### config.mk
export PLATFORM = sky130hd
export DESIGN_NAME = piecewise_color_scale_lookup
export DESIGN_NICKNAME = d
export VERILOG_FILES = /design/src/design/pcs_pkg.sv /design/src/design/pcs_seg_mem.sv /design/src/design/pcs_blend.sv /design/src/design/piecewise_color_scale_lookup.sv
export SDC_FILE = /design/constraint.sdc
export NUM_CORES = 2
export LEC_CHECK = 0
export BUFFER_PORTS_ARGS = -buffer_cell sky130_fd_sc_hd__buf_2
export CAP_MARGIN = 10
export CORE_MARGIN = 2
export CORE_UTILIZATION = 57
export CTS_CLUSTER_DIAMETER = 120
export DETAILED_ROUTE_END_ITERATION = 7
export PLACE_DENSITY_LB_ADDON = 0.25
export SYNTH_ARGS = -nofsm -noshare
export SYNTH_HDL_FRONTEND = slang
export SYNTH_SLANG_ARGS = --single-unit
export TNS_END_PERCENT = 50
### constraint.sdc
create_clock -name i_clk -period 16.5 [get_ports i_clk]
set_input_delay 3.3 -clock i_clk [delete_from_list [all_inputs] [get_ports i_clk]]
set_output_delay 3.3 -clock i_clk [all_outputs]
set_load 0.01 [all_outputs]
### src/design/pcs_pkg.sv
`default_nettype none
package pcs_pkg;

    // defaults for the top-level parameters
    localparam int DEF_MAX_SEGMENTS = 16;
    localparam int DEF_VALUE_BITS   = 32;

    // width of one color channel
    localparam int COLOR_W = 8;

    // request kinds on the input tuser
    localparam logic [1:0] REQ_CLEAR  = 2'd0;
    localparam logic [1:0] REQ_APPEND = 2'd1;
    localparam logic [1:0] REQ_LOOKUP = 2'd2;

    // status codes on the output tuser
    localparam logic [1:0] ST_OK      = 2'd0;
    localparam logic [1:0] ST_REFUSED = 2'd1;
    localparam logic [1:0] ST_EMPTY   = 2'd2;

    // configuration register indexes
    localparam int         CFG_IDX_W  = 2;
    localparam logic [1:0] CFG_SMOOTH = 2'd0;
    localparam logic [1:0] CFG_ALPHA  = 2'd1;

    localparam logic         SMOOTH_RESET = 1'b1;
    localparam logic [7:0]   ALPHA_RESET  = 8'd255;

endpackage
`default_nettype wire

### src/design/pcs_seg_mem.sv
`default_nettype none
module pcs_seg_mem #(
    parameter int DEPTH = 16,
    parameter int WIDTH = 112,
    parameter int AW    = 4
) (
    input  wire logic             i_clk,
    input  wire logic             i_we,
    input  wire logic [AW-1:0]    i_waddr,
    input  wire logic [WIDTH-1:0] i_wdata,
    input  wire logic [AW-1:0]    i_raddr,
    output logic      [WIDTH-1:0] o_rdata
);

    logic [WIDTH-1:0] r_mem [DEPTH];

    always_ff @(posedge i_clk) begin
        if (i_we) begin
            r_mem[i_waddr] <= i_wdata;
        end
    end

    always_ff @(posedge i_clk) begin
        o_rdata <= r_mem[i_raddr];
    end

endmodule
`default_nettype wire

### src/design/pcs_blend.sv
`default_nettype none
// One channel of round-half-up interpolation:
// q = floor((2*(ca*(d-t) + cb*t) + d) / (2*d)), one multiplier, restoring divider.
module pcs_blend #(
    parameter int VALUE_BITS = 32
) (
    input  wire logic                        i_clk,
    input  wire logic                        i_rst_n,
    input  wire logic                        i_start,
    input  wire logic [pcs_pkg::COLOR_W-1:0] i_ca,
    input  wire logic [pcs_pkg::COLOR_W-1:0] i_cb,
    input  wire logic [VALUE_BITS-1:0]       i_d,
    input  wire logic [VALUE_BITS-1:0]       i_t,
    input  wire logic [VALUE_BITS-1:0]       i_dmt,
    output logic                             o_done,
    output logic [pcs_pkg::COLOR_W-1:0]      o_q
);

    localparam int CW    = pcs_pkg::COLOR_W;
    localparam int ACC_W = VALUE_BITS + CW;
    localparam int REM_W = VALUE_BITS + CW + 1;
    localparam int CNT_W = $clog2(CW);

    typedef enum logic [4:0] {
        B_IDLE = 5'b00001,
        B_MUL0 = 5'b00010,
        B_MUL1 = 5'b00100,
        B_NUM  = 5'b01000,
        B_DIV  = 5'b10000
    } t_bstate;

    t_bstate            r_state;
    t_bstate            n_state;
    logic [ACC_W-1:0]   r_acc;
    logic [REM_W-1:0]   r_rem;
    logic [ACC_W-1:0]   r_den;
    logic [CNT_W-1:0]   r_cnt;
    logic [CW-1:0]      r_q;
    logic               r_done;

    logic [CW-1:0]         mul_a;
    logic [VALUE_BITS-1:0] mul_b;
    logic [ACC_W-1:0]      mul_p;
    logic                  div_ge;

    assign mul_a  = (r_state == B_MUL0) ? i_ca : i_cb;
    assign mul_b  = (r_state == B_MUL0) ? i_dmt : i_t;
    assign mul_p  = ACC_W'(mul_a) * ACC_W'(mul_b);
    assign div_ge = (r_rem >= {1'b0, r_den});

    always_comb begin
        n_state = r_state;
        case (r_state)
            B_IDLE: if (i_start) n_state = B_MUL0;
            B_MUL0: n_state = B_MUL1;
            B_MUL1: n_state = B_NUM;
            B_NUM:  n_state = B_DIV;
            B_DIV:  if (r_cnt == '0) n_state = B_IDLE;
            default: n_state = B_IDLE;
        endcase
    end

    always_ff @(posedge i_clk) begin
        if (!i_rst_n) begin
            r_state <= B_IDLE;
            r_done  <= 1'b0;
        end else begin
            r_state <= n_state;
            r_done  <= (r_state == B_DIV) && (r_cnt == '0);
        end
    end

    always_ff @(posedge i_clk) begin
        case (r_state)
            B_MUL0: r_acc <= mul_p;
            B_MUL1: r_acc <= r_acc + mul_p;
            B_NUM: begin
                r_rem <= {r_acc, 1'b0} + REM_W'(i_d);
                r_den <= {i_d, {CW{1'b0}}};
                r_cnt <= CNT_W'(CW - 1);
                r_q   <= '0;
            end
            B_DIV: begin
                // one quotient bit per cycle, most significant first
                if (div_ge) begin
                    r_rem <= r_rem - {1'b0, r_den};
                end
                r_q   <= {r_q[CW-2:0], div_ge};
                r_den <= r_den >> 1;
                r_cnt <= r_cnt - 1'b1;
            end
            default: ;
        endcase
    end

    assign o_done = r_done;
    assign o_q    = r_q;

endmodule
`default_nettype wire

### src/design/piecewise_color_scale_lookup.sv
`default_nettype none
// Piecewise color scale lookup.
// Input stream s_axis: tuser carries the request kind (clear, append, look up);
// tdata carries sample, segment bounds and the two end colors. Output stream
// m_axis: tuser carries the status, tdata the color and alpha. One result per item.
// Configuration: i_cfg_we/i_cfg_idx/i_cfg_data write smooth mode (index 0) and
// alpha (index 1); write only while no item is in flight.
// One item at a time: s_axis_tready is high only while the block is idle.
// Clear, append and unused kinds, and lookups on an empty table, go straight to
// the done state. Lookup: each binary search step takes a read state and a
// compare state (one segment memory read each); then the segment is fetched and
// classified. Smooth mode inside a segment runs each channel in turn through the
// single multiply/divide unit; stepped mode or clamped values finish without it.
// Reset empties the table and sets smooth mode and alpha 255; table contents
// are not cleared. A stalled receiver holds the result in the output register;
// the next item is taken meanwhile, and its result waits until that one leaves.
module piecewise_color_scale_lookup #(
    parameter int MAX_SEGMENTS = pcs_pkg::DEF_MAX_SEGMENTS,
    parameter int VALUE_BITS   = pcs_pkg::DEF_VALUE_BITS
) (
    input  wire logic                           i_clk,
    input  wire logic                           i_rst_n,
    input  wire logic                           s_axis_tvalid,
    output logic                                s_axis_tready,
    // sample_value, seg_low_bound, seg_high_bound, low_red, low_green, low_blue,
    // high_red, high_green, high_blue, zero pad
    input  wire logic [((3*VALUE_BITS+6*pcs_pkg::COLOR_W+7)/8)*8-1:0] s_axis_tdata,
    // req_type
    input  wire logic [1:0]                     s_axis_tuser,
    output logic                                m_axis_tvalid,
    input  wire logic                           m_axis_tready,
    // out_red, out_green, out_blue, out_alpha
    output logic [4*pcs_pkg::COLOR_W-1:0]       m_axis_tdata,
    // status
    output logic [1:0]                          m_axis_tuser,
    input  wire logic                           i_cfg_we,
    input  wire logic [pcs_pkg::CFG_IDX_W-1:0]  i_cfg_idx,
    input  wire logic [pcs_pkg::COLOR_W-1:0]    i_cfg_data
);

    localparam int VB   = VALUE_BITS;
    localparam int CLW  = pcs_pkg::COLOR_W;
    localparam int RGBW = 3 * CLW;
    localparam int IW   = $clog2(MAX_SEGMENTS);
    localparam int CNTW = $clog2(MAX_SEGMENTS + 1);
    localparam int MW   = 2 * VB + 2 * RGBW;
    localparam int OFS_CA = 3 * VB;
    localparam int OFS_CB = 3 * VB + RGBW;

    localparam logic [1:0] CH_RED   = 2'd0;
    localparam logic [1:0] CH_GREEN = 2'd1;
    localparam logic [1:0] CH_BLUE  = 2'd2;

    typedef enum logic [7:0] {
        S_IDLE     = 8'b00000001,
        S_SRCH_RD  = 8'b00000010,
        S_SRCH_CMP = 8'b00000100,
        S_SEG_EVAL = 8'b00001000,
        S_PICK     = 8'b00010000,
        S_BLEND    = 8'b00100000,
        S_BWAIT    = 8'b01000000,
        S_DONE     = 8'b10000000
    } t_state;

    t_state           r_state;
    t_state           n_state;
    logic             r_smooth;
    logic [CLW-1:0]   r_alpha;
    logic [CNTW-1:0]  r_count;
    logic [VB-1:0]    r_last_high;
    logic [VB-1:0]    r_v;
    logic [IW-1:0]    r_lo_i;
    logic [IW-1:0]    r_hi_i;
    logic [IW-1:0]    r_mid;
    logic             r_le_lo;
    logic             r_ge_hi;
    logic [VB-1:0]    r_d;
    logic [VB-1:0]    r_t;
    logic [VB-1:0]    r_dmt;
    logic [RGBW-1:0]  r_ca;
    logic [RGBW-1:0]  r_cb;
    logic [1:0]       r_ch;
    logic [1:0]       r_res_status;
    logic [RGBW-1:0]  r_res_rgb;
    logic [CLW-1:0]   r_res_a;
    logic             r_mvalid;
    logic [1:0]       r_mstatus;
    logic [4*CLW-1:0] r_mdata;

    logic             in_acc;
    logic [VB-1:0]    in_v;
    logic [VB-1:0]    in_lo;
    logic [VB-1:0]    in_hi;
    logic [RGBW-1:0]  in_ca;
    logic [RGBW-1:0]  in_cb;
    logic             app_refused;
    logic             mem_we;
    logic [IW-1:0]    mem_raddr;
    logic [MW-1:0]    mem_rdata;
    logic [VB-1:0]    rd_lo;
    logic [VB-1:0]    rd_hi;
    logic [IW:0]      mid_sum;
    logic [IW-1:0]    srch_mid;
    logic             srch_more;
    logic             slot_free;
    logic             blend_start;
    logic             blend_done;
    logic [CLW-1:0]   blend_q;
    logic [CLW-1:0]   ch_ca;
    logic [CLW-1:0]   ch_cb;

    assign s_axis_tready = (r_state == S_IDLE);
    assign in_acc        = s_axis_tvalid && s_axis_tready;

    assign in_v  = s_axis_tdata[VB-1:0];
    assign in_lo = s_axis_tdata[2*VB-1:VB];
    assign in_hi = s_axis_tdata[3*VB-1:2*VB];
    // table colors are packed red high, blue low
    assign in_ca = {s_axis_tdata[OFS_CA+CLW-1:OFS_CA],
                    s_axis_tdata[OFS_CA+2*CLW-1:OFS_CA+CLW],
                    s_axis_tdata[OFS_CA+3*CLW-1:OFS_CA+2*CLW]};
    assign in_cb = {s_axis_tdata[OFS_CB+CLW-1:OFS_CB],
                    s_axis_tdata[OFS_CB+2*CLW-1:OFS_CB+CLW],
                    s_axis_tdata[OFS_CB+3*CLW-1:OFS_CB+2*CLW]};

    assign app_refused = (r_count >= CNTW'(MAX_SEGMENTS))
                      || ($signed(in_lo) >= $signed(in_hi))
                      || ((r_count != '0) && (in_lo != r_last_high));
    assign mem_we = in_acc && (s_axis_tuser == pcs_pkg::REQ_APPEND) && !app_refused;

    assign mid_sum   = (IW+1)'(r_lo_i) + (IW+1)'(r_hi_i) + (IW+1)'(1);
    assign srch_mid  = mid_sum[IW:1];
    assign srch_more = (r_lo_i < r_hi_i);
    assign mem_raddr = srch_more ? srch_mid : r_lo_i;

    assign rd_lo = mem_rdata[VB-1:0];
    assign rd_hi = mem_rdata[2*VB-1:VB];

    assign slot_free = !r_mvalid || m_axis_tready;

    pcs_seg_mem #(
        .DEPTH (MAX_SEGMENTS),
        .WIDTH (MW),
        .AW    (IW)
    ) u_mem (
        .i_clk   (i_clk),
        .i_we    (mem_we),
        .i_waddr (r_count[IW-1:0]),
        .i_wdata ({in_cb, in_ca, in_hi, in_lo}),
        .i_raddr (mem_raddr),
        .o_rdata (mem_rdata)
    );

    always_comb begin
        case (r_ch)
            CH_RED:   begin ch_ca = r_ca[3*CLW-1:2*CLW]; ch_cb = r_cb[3*CLW-1:2*CLW]; end
            CH_GREEN: begin ch_ca = r_ca[2*CLW-1:CLW];   ch_cb = r_cb[2*CLW-1:CLW];   end
            default:  begin ch_ca = r_ca[CLW-1:0];       ch_cb = r_cb[CLW-1:0];       end
        endcase
    end

    assign blend_start = (r_state == S_BLEND);

    pcs_blend #(
        .VALUE_BITS (VB)
    ) u_blend (
        .i_clk   (i_clk),
        .i_rst_n (i_rst_n),
        .i_start (blend_start),
        .i_ca    (ch_ca),
        .i_cb    (ch_cb),
        .i_d     (r_d),
        .i_t     (r_t),
        .i_dmt   (r_dmt),
        .o_done  (blend_done),
        .o_q     (blend_q)
    );

    always_comb begin
        n_state = r_state;
        case (r_state)
            S_IDLE: begin
                if (in_acc) begin
                    if (s_axis_tuser == pcs_pkg::REQ_LOOKUP && r_count != '0) begin
                        n_state = S_SRCH_RD;
                    end else begin
                        n_state = S_DONE;
                    end
                end
            end
            S_SRCH_RD:  n_state = srch_more ? S_SRCH_CMP : S_SEG_EVAL;
            S_SRCH_CMP: n_state = S_SRCH_RD;
            S_SEG_EVAL: n_state = S_PICK;
            S_PICK: begin
                if (r_le_lo || r_ge_hi || !r_smooth) begin
                    n_state = S_DONE;
                end else begin
                    n_state = S_BLEND;
                end
            end
            S_BLEND: n_state = S_BWAIT;
            S_BWAIT: begin
                if (blend_done) begin
                    n_state = (r_ch == CH_BLUE) ? S_DONE : S_BLEND;
                end
            end
            S_DONE: if (slot_free) n_state = S_IDLE;
            default: n_state = S_IDLE;
        endcase
    end

    // control state
    always_ff @(posedge i_clk) begin
        if (!i_rst_n) begin
            r_state  <= S_IDLE;
            r_smooth <= pcs_pkg::SMOOTH_RESET;
            r_alpha  <= pcs_pkg::ALPHA_RESET;
            r_count  <= '0;
            r_mvalid <= 1'b0;
        end else begin
            r_state <= n_state;
            if (i_cfg_we) begin
                case (i_cfg_idx)
                    pcs_pkg::CFG_SMOOTH: r_smooth <= i_cfg_data[0];
                    pcs_pkg::CFG_ALPHA:  r_alpha  <= i_cfg_data;
                    default: ;
                endcase
            end
            if (in_acc && s_axis_tuser == pcs_pkg::REQ_CLEAR) begin
                r_count <= '0;
            end else if (mem_we) begin
                r_count <= r_count + 1'b1;
            end
            if (r_state == S_DONE && slot_free) begin
                r_mvalid <= 1'b1;
            end else if (m_axis_tready) begin
                r_mvalid <= 1'b0;
            end
        end
    end

    // datapath
    always_ff @(posedge i_clk) begin
        case (r_state)
            S_IDLE: begin
                r_res_rgb    <= '0;
                r_res_a      <= '0;
                r_res_status <= pcs_pkg::ST_OK;
                r_v          <= in_v;
                r_lo_i       <= '0;
                r_hi_i       <= IW'(r_count - 1'b1);
                if (mem_we) begin
                    r_last_high <= in_hi;
                end
                case (s_axis_tuser)
                    pcs_pkg::REQ_APPEND: begin
                        if (app_refused) r_res_status <= pcs_pkg::ST_REFUSED;
                    end
                    pcs_pkg::REQ_LOOKUP: begin
                        if (r_count == '0) begin
                            r_res_status <= pcs_pkg::ST_EMPTY;
                        end else begin
                            r_res_a <= r_alpha;
                        end
                    end
                    default: ;
                endcase
            end
            S_SRCH_RD: begin
                r_mid <= srch_mid;
            end
            S_SRCH_CMP: begin
                // keep the largest index whose low bound is at or below the value
                if ($signed(rd_lo) <= $signed(r_v)) begin
                    r_lo_i <= r_mid;
                end else begin
                    r_hi_i <= r_mid - 1'b1;
                end
            end
            S_SEG_EVAL: begin
                r_le_lo <= ($signed(r_v) <= $signed(rd_lo));
                r_ge_hi <= ($signed(r_v) >= $signed(rd_hi));
                r_d     <= rd_hi - rd_lo;
                r_t     <= r_v - rd_lo;
                r_dmt   <= rd_hi - r_v;
                r_ca    <= mem_rdata[2*VB+RGBW-1:2*VB];
                r_cb    <= mem_rdata[MW-1:2*VB+RGBW];
            end
            S_PICK: begin
                r_ch <= CH_RED;
                if (r_le_lo) begin
                    r_res_rgb <= r_ca;
                end else if (r_ge_hi) begin
                    r_res_rgb <= r_cb;
                end else if (!r_smooth) begin
                    r_res_rgb <= (r_t > r_dmt) ? r_cb : r_ca;
                end
            end
            S_BWAIT: begin
                if (blend_done) begin
                    case (r_ch)
                        CH_RED:   r_res_rgb[3*CLW-1:2*CLW] <= blend_q;
                        CH_GREEN: r_res_rgb[2*CLW-1:CLW]   <= blend_q;
                        default:  r_res_rgb[CLW-1:0]       <= blend_q;
                    endcase
                    r_ch <= r_ch + 1'b1;
                end
            end
            S_DONE: begin
                if (slot_free) begin
                    r_mstatus <= r_res_status;
                    r_mdata   <= {r_res_a, r_res_rgb[CLW-1:0],
                                  r_res_rgb[2*CLW-1:CLW], r_res_rgb[3*CLW-1:2*CLW]};
                end
            end
            default: ;
        endcase
    end

    assign m_axis_tvalid = r_mvalid;
    assign m_axis_tdata  = r_mdata;
    assign m_axis_tuser  = r_mstatus;

endmodule
`default_nettype wire

==> qor.yml <==
status:
  run_status: "finished, final reports clean"
timing:
  timing_worst_slew_pin_value_ps: 1145
  setup_viol_count_final: 0
  grt_setup_unrepaired: "no"
  setup_tns_ps: 0
  clock.fmax_mhz: 101.6
  timing.final.crit_period_ps: 9838
  drv_slew: 0
  final_hold_violation_count: 0
  max_slew_margin_pct: 23.68
  fin_worst_skew_ps: 51.76
  layout_worst_path_cycle_share_pct: 59.62
floorplanning:
  die_height_um: 440.7
  floorplan.die.width_um: 440.7
  initial_cell_density_of_the_core_pct: 57.28
  placementRows: 160
  floorplan.die_area_sq_um: 194200
  core_sq_um: 189800
  design.portCount: 197
clocking:
  hold_buffers: 0
  tritoncts.num_buffers: 225
  clock-root-buffer: "clkbuf_16"
  cts.sink_count: 2357
  post_cts.resized_instances: 0
  clk_latency_ps: 890
  path_clk_slew_ps: 60
  cts_htree_levels: 4
  cts_tree: "built"
  clockBufferDepth: 3
  cts_setup_buffers: 0
routing:
  drt_first_iter_violations: 6476
  ant_nets: 0
  route.detailed.drc: 0
  routed_wire_length_per_instance_um: 26.92
  vias_per_cell: 6.200
  finalWirelength_mm: 269.2
  detailroute.via_count: 61977
  drt_pre_antenna_iters: 6
grt:
  grt_pass1_vias: 61789
  antenna_violations_before_repair: 55
  leftover_overflow_at_the_end_of_global_routing: 0
  grt_max_degree: 128
  grt_use_total_pct: 27.75
  grt_pass1_wl_mm: 396.5
layout:
  flow.area_growth_from_synthesis_pct: 10.75
  layout.nets: 8030
  final_core_util_pct: 63.43
  layout.filler_cells: 13400
  layout-drive-gt1-share_pct: 15.68
setup_path:
  critical-path-max-stage-delay_ps: 700
  worst_r2r_path_depth: 32
  worst_path_max_delay_cell: "o41ai_1"
  cp-start-kind: "register"
  cp-end-kind: "register"
  path_class: "register to register"
  critPathRequiredTime_ps: 17120
  critical_path.max_fanout: 32
  worst-endpoint-arrival_ps: 10460
placed_design:
  routabilityCongestion: 0.9410
  port-buffer-count: 196
  dp_hpwl_mm: 167.4
synthesis:
  post_synth_instance_area_sq_um: 108700
  yosys-top-cells-count: "2216 x edfxtp_1, 448 x mux4_2, 444 x nor2_1, 436 x inv_1, 419 x ha_1"
  yosys.area_share.simple_pct: 5.701
  synth.yosys.seq_area_share_pct: 63.81
  synthDistinctLibCells: 83
  synth_flop_cell: "edfxtp_1"
  synth_top_family_by_area: "multiplexers"
  yosys.area.top_type: "edfxtp_1"
  count_of_flip_flops_with_a_built_in_enable_after_synthesis: 2216
  synth-compound-area-share_pct: 6.869
  postSynthNetCount: 7782
  synth-async-reset-ratio_pct: 0
  count_of_state_elements_after_synthesis: 2357
  ys_top_cells_by_area: "edfxtp_1 61%, mux4_2 9.3%, ha_1 4.8%"
  netlist.area_leader.share_pct: 61.21
  synth_fa_ha_area_share_pct: 8.266
  synthesis.instances: 7015
  synth.most_common_cell: "edfxtp_1"
  synthMuxAreaShare_pct: 10.73
  yosysWarnings: 0
  syn-mean-instance-area_sq_um: 15.50
  synth_xor_xnor_area_share_pct: 2.022
hold_path:
  min_delay_path_depth: 0
  holdCritPathClass: "register to register"
power_and_ir_drop:
  cellLeakagePower_uw: 0.04378
  max-vdd-ir-drop_mv: 0.1460
  pwr_density_cell_nw_per_um2: 124.2
flow_run:
  timing.max_cap.violations: 0
[critical path, delay by kind of cell (launching register included)]
family	cells	cell delay (ps)
flip-flops	1	420
AND/OR/NAND/NOR	6	1070
adder cells (fa/ha/maj)	7	3120
AO/OA/AOI/OAI	12	4280
multiplexers	1	260
buffers and inverters	4	250
XOR/XNOR	2	200
[logic make-up after synthesis]
logic type / count (synthesis)
adders and majority gates: 606
xor gates and xnor gates: 251
DFF: 2357
buffers and inverters: 701
muxes: 605
AOI/OAI and AO/OA: 1192
and+or+nand+nor: 1303
[flip-flops by register name (all words and copies together), names as in the netlist, 40 cells and up]
name,flops
u_blend.r_den,40
u_blend.r_rem,41
u_blend.r_acc,40
u_mem.r_mem,1792
u_mem.o_rdata,112
[where the power goes]
group / internal, uW / switching, uW
registers: 6790 / 174
clock network: 3040 / 2250
logic: 1040 / 1650
total: 10900 / 4080
[path summary, 6_finish.rpt]
path	startpoint	end	slack, ps
worst min-delay path	u_mem.o_rdata[104]$_DFF_P_	r_cb[16]$_DFFE_PP_	400
worst max register to register	r_ch[0]$_SDFFCE_PP0P_	u_blend.r_acc[38]$_DFFE_PP_	6660
worst min register to register	u_mem.o_rdata[104]$_DFF_P_	r_cb[16]$_DFFE_PP_	400
worst max-delay path	r_ch[0]$_SDFFCE_PP0P_	u_blend.r_acc[38]$_DFFE_PP_	6660
[final cells by class]
type                    count  area, sq um  area share [%]
flip-flops and latches   2357        69370           57.62
multi-input cells        3957        36720           30.50
well taps                2511         3142           2.610
diodes                     22        55.05         0.04573
repair buffers            286         1812           1.505
clock buffers             303         6269           5.207
clock inverters           125         1386           1.152
inverters                 436         1637           1.359
[layer usage]
| layer | up-vias | global-route usage, % | part of all wire, % |
|---|---|---|---|
| li1 | 27257 | - | - |
| met1 | 31614 | 37.24 | 39 |
| met2 | 2588 | 45.96 | 49 |
| met3 | 482 | 4.545 | 7.5 |
| met4 | 36 | 10.43 | 3.6 |
| met5 | - | 0 | 0.085 |
[cells in the final DEF (no fill, tap or decap), types with 65 or more instances in the layout]
cell          n
a211oi_1    138
buf_2       197
xor2_1       90
clkbuf_16   229
mux4_2      448
a21oi_1     411
ha_1        419
buf_4        75
mux2i_1     149
xnor2_1     161
nor2_1      433
inv_1       436
nand2b_1     65
edfxtp_1   2216
nand2_1     311
a21o_1      126
fa_1        187
o21ai_0     225
nor2b_1     154
dfxtp_1     141
[through the flow]
step	hold WS (ps)	setup WS [ps]	area (sq um)	std cells	power [uW]
after global routing	408.5	5875	120400	9986	15460
final	402.0	6662	120400	9997	14950
after CTS	404.9	6735	120300	9972	15000
after detailed placement	390.2	6714	112700	9544	9751
after global placement	390.3	6929	112700	9544	9715
after floorplan	385.5	1080	108700	7015	8775
(Power assumes the default switching activity.)
